File: config.mk
export PLATFORM = sky130hd
export DESIGN_NAME = positional_char_list
export DESIGN_NICKNAME = d
export VERILOG_FILES = /design/src/design/pcl_pkg.sv /design/src/design/pcl_ram.sv /design/src/design/positional_char_list.sv
export SDC_FILE = /design/constraint.sdc
export NUM_CORES = 1
export LEC_CHECK = 0
export ABC_CLOCK_PERIOD_IN_PS = 13000
export BUFFER_PORTS_ARGS = -buffer_cell sky130_fd_sc_hd__buf_4
export CORE_ASPECT_RATIO = 1.4
export CORE_UTILIZATION = 35
export DETAILED_ROUTE_END_ITERATION = 8
export PLACE_DENSITY_LB_ADDON = 0.3
export RECOVER_POWER = 50
export SETUP_SLACK_MARGIN = 0.2
export SKIP_CTS_REPAIR_TIMING = 1
export SLEW_MARGIN = 20
export SYNTH_ARGS = -nofsm -noshare
export SYNTH_HDL_FRONTEND = slang
export SYNTH_SLANG_ARGS = --single-unit
File: constraint.sdc
create_clock -name clk_i -period 13 [get_ports clk_i]
set_clock_uncertainty 0.15 [all_clocks]
set_input_delay 3.25 -clock clk_i [delete_from_list [all_inputs] [get_ports clk_i]]
set_output_delay 3.25 -clock clk_i [all_outputs]
set_load 0.02 [all_outputs]
File: src/design/pcl_pkg.sv
// package for the positional character list
// holds sizes, operation and status codes and the controller state type; no dependencies
package pcl_pkg;

  localparam int CAPACITY = 64;
  localparam int ADDR_W   = $clog2(CAPACITY);
  localparam int CNT_W    = $clog2(CAPACITY + 1);
  localparam int CHAR_W   = 8;
  localparam int POS_W    = 8;
  localparam int CMP_W    = POS_W + 1;

  typedef enum logic [1:0] {
    MODE_ADD   = 2'd0,
    MODE_DEL   = 2'd1,
    MODE_GET   = 2'd2,
    MODE_PRINT = 2'd3
  } mode_e;

  typedef enum logic [1:0] {
    ST_OK      = 2'd0,
    ST_BAD_POS = 2'd1,
    ST_FULL    = 2'd2
  } status_e;

  typedef enum logic [2:0] {
    S_IDLE,
    S_SHIFT,
    S_INS_WR,
    S_GET,
    S_PRINT
  } state_e;

endpackage

File: src/design/pcl_ram.sv
// generic single write port, single read port ram with registered read
// no dependencies
module pcl_ram #(
  parameter int WIDTH = 8,
  parameter int DEPTH = 64
) (
  input  logic                     clk_i,
  input  logic                     we_i,
  input  logic [$clog2(DEPTH)-1:0] waddr_i,
  input  logic [WIDTH-1:0]         wdata_i,
  input  logic [$clog2(DEPTH)-1:0] raddr_i,
  output logic [WIDTH-1:0]         rdata_o
);

  logic [WIDTH-1:0] mem_q [DEPTH];
  logic [WIDTH-1:0] rdata_q;

  always_ff @(posedge clk_i) begin
    if (we_i) begin
      mem_q[waddr_i] <= wdata_i;
    end
    rdata_q <= mem_q[raddr_i];
  end

  assign rdata_o = rdata_q;

endmodule

File: src/design/positional_char_list.sv
// a rejected transaction, a delete at the tail and an empty print answer straight from idle,
// with the result registered in the cycle after accept; add moves the entries from the tail
// down to the position one by one and then writes the new character, delete moves the entries
// behind the position forward, get reads the ram and then answers; print gives count results on consecutive cycles.
// one transaction at a time: start is accepted only while idle, so no new transaction is taken while busy.
// reset clears state and count; ram contents stay undefined.
module positional_char_list
  import pcl_pkg::*;
(
  input  logic              clk_i,
  input  logic              rst_ni,
  input  logic              start,
  output logic              busy,
  input  logic [1:0]        mode_i,
  input  logic [POS_W-1:0]  position_i,
  input  logic [CHAR_W-1:0] char_in_i,
  output logic              valid_o,
  output logic [1:0]        status_o,
  output logic [CHAR_W-1:0] char_out_o,
  output logic              char_valid_o,
  output logic              last_o
);

  state_e              state_q, state_d;
  mode_e               op_q, op_d;
  logic [CNT_W-1:0]    cnt_q, cnt_d;
  logic [ADDR_W-1:0]   idx_q, idx_d;
  logic [ADDR_W-1:0]   pos_q, pos_d;
  logic [CHAR_W-1:0]   ch_q, ch_d;

  logic                valid_q, valid_d;
  status_e             status_q, status_d;
  logic [CHAR_W-1:0]   char_q, char_d;
  logic                cv_q, cv_d;
  logic                last_q, last_d;

  logic                ram_we;
  logic [ADDR_W-1:0]   ram_waddr, ram_raddr;
  logic [CHAR_W-1:0]   ram_wdata, ram_rdata;

  logic                accept;
  logic [CMP_W-1:0]    pos_w, cnt_w;
  logic                add_bad, pos_bad, full;
  logic                add_at_tail, del_at_tail;
  logic                add_shift_end, del_shift_end, print_end;

  assign accept  = start && (state_q == S_IDLE);
  assign pos_w   = CMP_W'(position_i);
  assign cnt_w   = CMP_W'(cnt_q);
  assign add_bad = (position_i == '0) || (pos_w > cnt_w + CMP_W'(1));
  assign pos_bad = (position_i == '0) || (pos_w > cnt_w);
  assign full    = (cnt_q == CNT_W'(CAPACITY));
  assign add_at_tail = (pos_w == cnt_w + CMP_W'(1));
  assign del_at_tail = (pos_w == cnt_w);
  // shift walks stop one short of the target entry
  assign add_shift_end = ((idx_q - ADDR_W'(1)) == pos_q);
  assign del_shift_end = ((idx_q + ADDR_W'(1)) == ADDR_W'(cnt_q - CNT_W'(1)));
  assign print_end     = ((CNT_W'(idx_q) + CNT_W'(1)) == cnt_q);

  pcl_ram #(
    .WIDTH(CHAR_W),
    .DEPTH(CAPACITY)
  ) u_ram (
    .clk_i   (clk_i),
    .we_i    (ram_we),
    .waddr_i (ram_waddr),
    .wdata_i (ram_wdata),
    .raddr_i (ram_raddr),
    .rdata_o (ram_rdata)
  );

  // next state
  always_comb begin
    state_d = state_q;
    unique case (state_q)
      S_IDLE: begin
        if (accept) begin
          unique case (mode_e'(mode_i))
            MODE_ADD: begin
              if (!add_bad && !full) begin
                state_d = add_at_tail ? S_INS_WR : S_SHIFT;
              end
            end
            MODE_DEL: begin
              if (!pos_bad && !del_at_tail) begin
                state_d = S_SHIFT;
              end
            end
            MODE_GET: begin
              if (!pos_bad) begin
                state_d = S_GET;
              end
            end
            MODE_PRINT: begin
              if (cnt_q != '0) begin
                state_d = S_PRINT;
              end
            end
            default: state_d = S_IDLE;
          endcase
        end
      end
      S_SHIFT: begin
        if (op_q == MODE_ADD) begin
          if (add_shift_end) begin
            state_d = S_INS_WR;
          end
        end else if (del_shift_end) begin
          state_d = S_IDLE;
        end
      end
      S_INS_WR: state_d = S_IDLE;
      S_GET:    state_d = S_IDLE;
      S_PRINT: begin
        if (print_end) begin
          state_d = S_IDLE;
        end
      end
      default: state_d = S_IDLE;
    endcase
  end

  // datapath and result register
  always_comb begin
    op_d      = op_q;
    cnt_d     = cnt_q;
    idx_d     = idx_q;
    pos_d     = pos_q;
    ch_d      = ch_q;
    valid_d   = 1'b0;
    status_d  = ST_OK;
    char_d    = '0;
    cv_d      = 1'b0;
    last_d    = 1'b0;
    ram_we    = 1'b0;
    ram_waddr = idx_q;
    ram_wdata = ram_rdata;
    ram_raddr = idx_q + ADDR_W'(1);

    unique case (state_q)
      S_IDLE: begin
        if (accept) begin
          op_d  = mode_e'(mode_i);
          ch_d  = char_in_i;
          pos_d = ADDR_W'(position_i - POS_W'(1));
          unique case (mode_e'(mode_i))
            MODE_ADD: begin
              if (add_bad) begin
                valid_d  = 1'b1;
                status_d = ST_BAD_POS;
                last_d   = 1'b1;
              end else if (full) begin
                valid_d  = 1'b1;
                status_d = ST_FULL;
                last_d   = 1'b1;
              end else begin
                idx_d     = ADDR_W'(cnt_q);
                ram_raddr = ADDR_W'(cnt_q - CNT_W'(1));
              end
            end
            MODE_DEL: begin
              if (pos_bad) begin
                valid_d  = 1'b1;
                status_d = ST_BAD_POS;
                last_d   = 1'b1;
              end else if (del_at_tail) begin
                cnt_d   = cnt_q - CNT_W'(1);
                valid_d = 1'b1;
                last_d  = 1'b1;
              end else begin
                idx_d     = ADDR_W'(position_i - POS_W'(1));
                ram_raddr = ADDR_W'(position_i);
              end
            end
            MODE_GET: begin
              if (pos_bad) begin
                valid_d  = 1'b1;
                status_d = ST_BAD_POS;
                last_d   = 1'b1;
              end else begin
                ram_raddr = ADDR_W'(position_i - POS_W'(1));
              end
            end
            MODE_PRINT: begin
              if (cnt_q == '0) begin
                valid_d = 1'b1;
                last_d  = 1'b1;
              end else begin
                idx_d     = '0;
                ram_raddr = '0;
              end
            end
            default: ;
          endcase
        end
      end
      S_SHIFT: begin
        // write the entry read last cycle, read the next one behind it
        ram_we = 1'b1;
        if (op_q == MODE_ADD) begin
          idx_d     = idx_q - ADDR_W'(1);
          ram_raddr = idx_q - ADDR_W'(2);
        end else begin
          idx_d     = idx_q + ADDR_W'(1);
          ram_raddr = idx_q + ADDR_W'(2);
          if (del_shift_end) begin
            cnt_d   = cnt_q - CNT_W'(1);
            valid_d = 1'b1;
            last_d  = 1'b1;
          end
        end
      end
      S_INS_WR: begin
        ram_we    = 1'b1;
        ram_waddr = pos_q;
        ram_wdata = ch_q;
        cnt_d     = cnt_q + CNT_W'(1);
        valid_d   = 1'b1;
        last_d    = 1'b1;
      end
      S_GET: begin
        valid_d = 1'b1;
        char_d  = ram_rdata;
        cv_d    = 1'b1;
        last_d  = 1'b1;
      end
      S_PRINT: begin
        valid_d = 1'b1;
        char_d  = ram_rdata;
        cv_d    = 1'b1;
        last_d  = print_end;
        idx_d   = idx_q + ADDR_W'(1);
      end
      default: ;
    endcase
  end

  always_ff @(posedge clk_i or negedge rst_ni) begin
    if (!rst_ni) begin
      state_q <= S_IDLE;
      cnt_q   <= '0;
      valid_q <= 1'b0;
    end else begin
      state_q <= state_d;
      cnt_q   <= cnt_d;
      valid_q <= valid_d;
    end
  end

  always_ff @(posedge clk_i) begin
    op_q     <= op_d;
    idx_q    <= idx_d;
    pos_q    <= pos_d;
    ch_q     <= ch_d;
    status_q <= status_d;
    char_q   <= char_d;
    cv_q     <= cv_d;
    last_q   <= last_d;
  end

  assign busy         = (state_q != S_IDLE);
  assign valid_o      = valid_q;
  assign status_o     = status_q;
  assign char_out_o   = char_q;
  assign char_valid_o = cv_q;
  assign last_o       = last_q;

endmodule

# Yosys cells after proc, flatten, opt, wreduce, memory -nomap -nowiden
# Memory sizes are Yosys's and may differ from the RTL's. A register that Yosys moved wholly into a read port is not among the register bits.
# Cells that the tools add are included.
[totals] regBits=45 ram_bits=512 input_bits=21 out_inout_bits=14 elab_cells=142 mem_count=1
[memory_table] memory="u_ram.mem_q" words=64 word_bits=8 rd=1 rd_clocked_by_memory_dff=1 write_ports=1 line_no="pcl_ram.sv:15" text="logic [WIDTH-1:0] mem_q [DEPTH];"
[classes] addsub=9 order_cmp=2 eq_ne=32 muxes=60 reduce_logical=27
[ops] op="$mux 6" n=16
[ops] op="$mux 7" n=6
[ops] op="$pmux 6 s3" n=2
[ops] op="$ne 3x3->1 const B" n=11
[ops] op="$mux 3" n=9
[ops] op="$pmux 6 s4" n=1
[ops] op="$pmux 7 s3" n=1
[ops] op="$reduce_and 8->1" n=2
[ops] op="$mux 1" n=14
[ops] op="$eq 6x6->1" n=2
[ops] op="$ne 2x2->1 const B" n=6
[ops] op="$pmux 3 s4" n=1
[ops] op="$pmux 6 s2" n=1
[ops] op="$sub 6x1->6 const B" n=2
[ops] op="$pmux 3 s3" n=1
[ops] op="$reduce_bool 3->1" n=3
[ops] op="$add 7x1->8 const B" n=1
[ops] op="$eq 8x7->1" n=1
[ops] op="$eq 8x8->1" n=1
[ops] op="$gt 8x7->1" n=1
[ops] op="$gt 8x8->1" n=1
[ops] op="$logic_not 8->1" n=1
[ops] op="$mux 8" n=1
[ops] op="$pmux 1 s4" n=2
[ops] op="29 further kinds" n=43

# Depth between registers and ports, before layout
[logic_depth] depth_word=9 ltp_mapped=21 depth_no_buf=16

# Modules after synthesis
# From an unflattened synthesis, not the netlist that was laid out.
[hier_totals] hier_cells=1426 area_unflattened_um2=24069.3
[modules_own_cells] module="pcl_ram" n_inst=1 cells_per_inst=972 area_per_inst_um2=20190.6
[modules_own_cells] module="positional_char_list" n_inst=1 cells_per_inst=454 area_per_inst_um2=3878.7

# Worst setup path before layout
# Ideal clock, no wire load.
[synth_path] path_type="input-to-reg" from="input position_i[0]" to="register u_ram.rdata_q[1] (netlist: u_ram.rdata_o[1]), read port of u_ram.mem_q" setup_ns=0.137 arrival_ns=6.229 setup_slack_ns=6.484 cell_stages=14 n_path_buf=2 cell_sequence="inv_1 -> ha_1 -> and4b_1 -> and2_4 -> or4b_1 -> a2bb2oi_2 -> a32o_1 -> a311o_1 -> buf_6 -> clkbuf_1 -> a211oi_1 -> a311oi_1 -> o311ai_0 -> nand4_1"
[synth_between] elab_chain_len=6 elab_cells_between_ends=14
[synth_lines] element="from (decl)" line_no="positional_char_list.sv:15" text="input logic [POS_W-1:0] position_i,"
[synth_lines] element="$gt 8x7->1 (tied with other cells)" line_no="positional_char_list.sv:51" text="assign pos_bad = (position_i == '0) || (pos_w > cnt_w);"
[synth_lines] element="$logic_or 1x1->1 (tied with other cells)" line_no="positional_char_list.sv:51"
[synth_lines] element="$mux 6 (on tied branches)" line_no="positional_char_list.sv:176, positional_char_list.sv:148, positional_char_list.sv:162"
[synth_lines] element="$pmux 6 s4 (*)" line_no="positional_char_list.sv:146" text="unique case (mode_e'(mode_i))"
[synth_lines] element="$mux 6 (*)" line_no="positional_char_list.sv:142" text="if (accept) begin"
[synth_lines] element="$pmux 6 s2 (*)" line_no="positional_char_list.sv:140" text="unique case (state_q)"
[synth_lines] element="to (decl)" line_no="pcl_ram.sv:16" text="logic [WIDTH-1:0] rdata_q;"
# Mark *: on every way between the ends. The rest lies on a longest branch, timed or not.
# A chain may end at the register's enable or synchronous reset.

# Final worst setup path
# Same ends and word-level chain as after synthesis.

==> flow_metrics.env <==
export IMPL_area_growth_pct=12.1
export IMPL_ys_dominant_reg_cell="edfxtp_1"
export IMPL_syn_inst=1816
export IMPL_yosysTopAreaCellShare_pct=65.8
export IMPL_tns_ns=0
export IMPL_setup_worst_path_start_class="input port"
export IMPL_syn_nets=1868
export IMPL_grtUsageTotal_pct=20.0
export IMPL_synth_area_leader_cell="edfxtp_1"
export IMPL_globalRouteMet3Util_pct=2.09
export IMPL_ys_warn_count=0
export IMPL_antenna_found_initial=0
export IMPL_start_util_pct=35.4
export IMPL_worst_pin_slew_ns=3.56
export IMPL_multiInputGateArea_um2=7100
export IMPL_max_freq_ghz=0.107
export IMPL_min_from="u_ram.rdata_o[0]"
export IMPL_fp_dieW_um=225
export IMPL_synth_edf_count=534
export IMPL_portBuffers=34
export IMPL_die_area_um2=70700
export IMPL_rows=114
export IMPL_synthDistinctLibCells=77
export IMPL_first_global_vias=15692
export IMPL_ys_ff_latch=565
export IMPL_drtAntennaViolNets=0
export IMPL_reg2reg_slack_ns=5.57
export IMPL_synth_area_um2=24400
export IMPL_via_count=15689
export IMPL_syn_avg_cell_area_um2=13.4
export IMPL_clk_pin_slew_ns=0.06
export IMPL_crit_fanout=128
export IMPL_worstPathArrival_ns=9.74
export IMPL_drv_cap=8
export IMPL_max_slew_margin_pct=-137
export IMPL_globalRouteMet2Util_pct=36.6
export IMPL_min_path_type="register to register"
export IMPL_worst_hold_path_endpoint="char_out_o[0]"
export IMPL_core_um2=68900
export IMPL_fin_ws_ns=3.63
export IMPL_stdcell_count=2797
export IMPL_hold_violations=0
export IMPL_cp_required_ns=13.37
export IMPL_register_area_um2=16700
export IMPL_clock_latency_ns=0.61
export IMPL_use_met1_pct=22.9
export IMPL_seq_area_frac_synth_pct=68.6
export IMPL_drive_gt1_share_pct=9.10
export IMPL_viasPerCell=5.61
export IMPL_cts_max_level=2
export IMPL_avgRoutedWirePerCell_um=25.5
export IMPL_die_h_um=314
export IMPL_grt_pass1_wl_um=105000
export IMPL_whs_ns=0.393
export IMPL_cts_buffers=52
export IMPL_gp_congestion=0.961
export IMPL_period_minus_slack_ns=9.37
export IMPL_timing_rr_end="u_ram.rdata_o[1]"
export IMPL_cts_num_sinks=565
export IMPL_period_share_pct=72.0
export IMPL_drc_errors=0
export IMPL_setup_viol=0
export IMPL_busiest_layer="met2"
export IMPL_async_flop_share_pct=1.95
export IMPL_rr_worst_depth=17
export IMPL_dp_cells=2699
export IMPL_rsz0062_at_grt="no"
export IMPL_wl_um=71200
export IMPL_gr_total_overflow=0
export IMPL_status="complete, but fails checks"
export IMPL_root_buffer="clkbuf_16"
export IMPL_nets=1877
export IMPL_num_fill_cells=6394
export IMPL_post_dp_hpwl_um=46900
export IMPL_cts_buffer_depth=3
export IMPL_ios=35
export IMPL_violations="max-capacitance violations, max-slew violations"
export IMPL_synth_area_top_cells="edfxtp_1, a211oi_1, nand2_1"
export IMPL_cts_tree="done"
export IMPL_hold_path_depth=1
export IMPL_critical_path_class="input port to register"
export IMPL_pre_cts_ws_ns=3.41
export IMPL_drtPass1Iterations=5
export IMPL_grt_max_degree=129
export IMPL_final_cell_mix="edfxtp_1, nand2_1, a211oi_1"
export IMPL_initialDrtViolationCount=1267
export IMPL_r2r_start="cnt_q[0]"
export IMPL_drv_slew=420
export IMPL_final_common_cell="edfxtp_1"
export IMPL_endpoint_kind="register"
==> cells by family (layout without fill, tap and decap cells) <==
logic type / count (synthesis) / after routing / synth area share (%)
DFF: 565 / 565 / 68.6
and+or+nand+nor: 629 / 629 / 12.4
adders and majority gates: 31 / 31 / 1.62
xor gates and xnor gates: 49 / 49 / 1.76
AOI/OAI and AO/OA: 335 / 335 / 10.4
muxes: 66 / 66 / 2.73
buffers and inverters: 141 / 193 / 2.49
other: 0 / 1 / 0
==> registers in the layout (all words and copies together), names as in the netlist <==
signal	count
status_o	2
idx_q	6
ch_q	8
last_o	1
char_valid_o	1
pos_q	6
cnt_q	7
u_ram.rdata_o	8
op_q	2
u_ram.mem_q	512
state_q	3
char_out_o	8
valid_o	1
==> final cells by class <==
type,count,area share [%]
sequential,565,61.2
multi-input combinational,1110,26.0
clock buffer,63,5.06
tap,928,4.25
timing repair buffer,71,1.76
clock inverter,34,1.41
inverter,25,0.344
antenna,1,0.00916
==> critical path, cell delays in order <==
cell,delay (ns)
clkbuf_1,0.28
inv_1,0.18
ha_1,0.33
and4b_1,0.24
and2_4,0.18
or4b_1,0.52
a2bb2oi_2,0.23
a221oi_2,0.35
o22ai_4,0.11
buf_4,0.30
nand2_8,0.74
buf_4,0.81
mux2i_1,0.19
a2111oi_0,1.13
nand4_1,0.48
nand4_1,0.24
==> stage by stage <==
stage | utilization, % | area (um2)
6_report | 39.6 | 27300
5_1_grt | 39.6 | 27300
4_1_cts | 39.7 | 27400
3_5_place_dp | 37.2 | 25600
3_3_place_gp | 37.1 | 25600
2_1_floorplan | - | 24400
==> cells in the mapped netlist (4+ instances only) <==
master,number
a32oi_1,14
nand3_1,49
a21oi_1,30
and3_1,128
o311ai_0,7
nand3b_1,6
o31ai_1,5
edfxtp_1,534
nand4_1,29
o21bai_1,5
o211ai_1,4
and2_1,14
dfrtp_1,11
inv_1,22
nor4_1,6
buf_1,9
nor2_1,114
a211oi_1,135
a221oi_1,5
o2111ai_1,10
o221ai_1,4
buf_2,34
nor3_1,20
clkbuf_1,65
xnor2_1,35
a311oi_1,14
a2111oi_0,29
dfxtp_1,20
mux2i_1,63
ha_1,30
buf_4,7
a31oi_1,21
nand2b_1,5
nand2_1,237
o21ai_0,17
xor2_1,14
==> routing by layer <==
| metal | up-vias | wire [um] |
|---|---|---|
| met5 | - | 0 |
| met1 | 7846 | 26200 |
| met4 | 0 | 3930 |
| met3 | 169 | 3790 |
| met2 | 626 | 37300 |
| li1 | 7048 | - |
==> how the worst max path moves through the flow <==
stage                        startpoint          endpoint  slack [ns]  depth (start not counted)
after global placement    position_i[5]  u_ram.rdata_o[2]        3.27                         15
final                     position_i[0]  u_ram.rdata_o[1]        3.63                         16
after CTS                 position_i[0]  u_ram.rdata_o[1]        4.03                         16
after global routing      position_i[0]  u_ram.rdata_o[1]        3.62                         16
after detailed placement  position_i[0]  u_ram.rdata_o[1]        3.41                         16
after floorplan           position_i[0]  u_ram.rdata_o[1]        6.48                         14
Power is not shown: default switching activity piles up to over one toggle a cycle in this logic, so the estimate is an artifact.
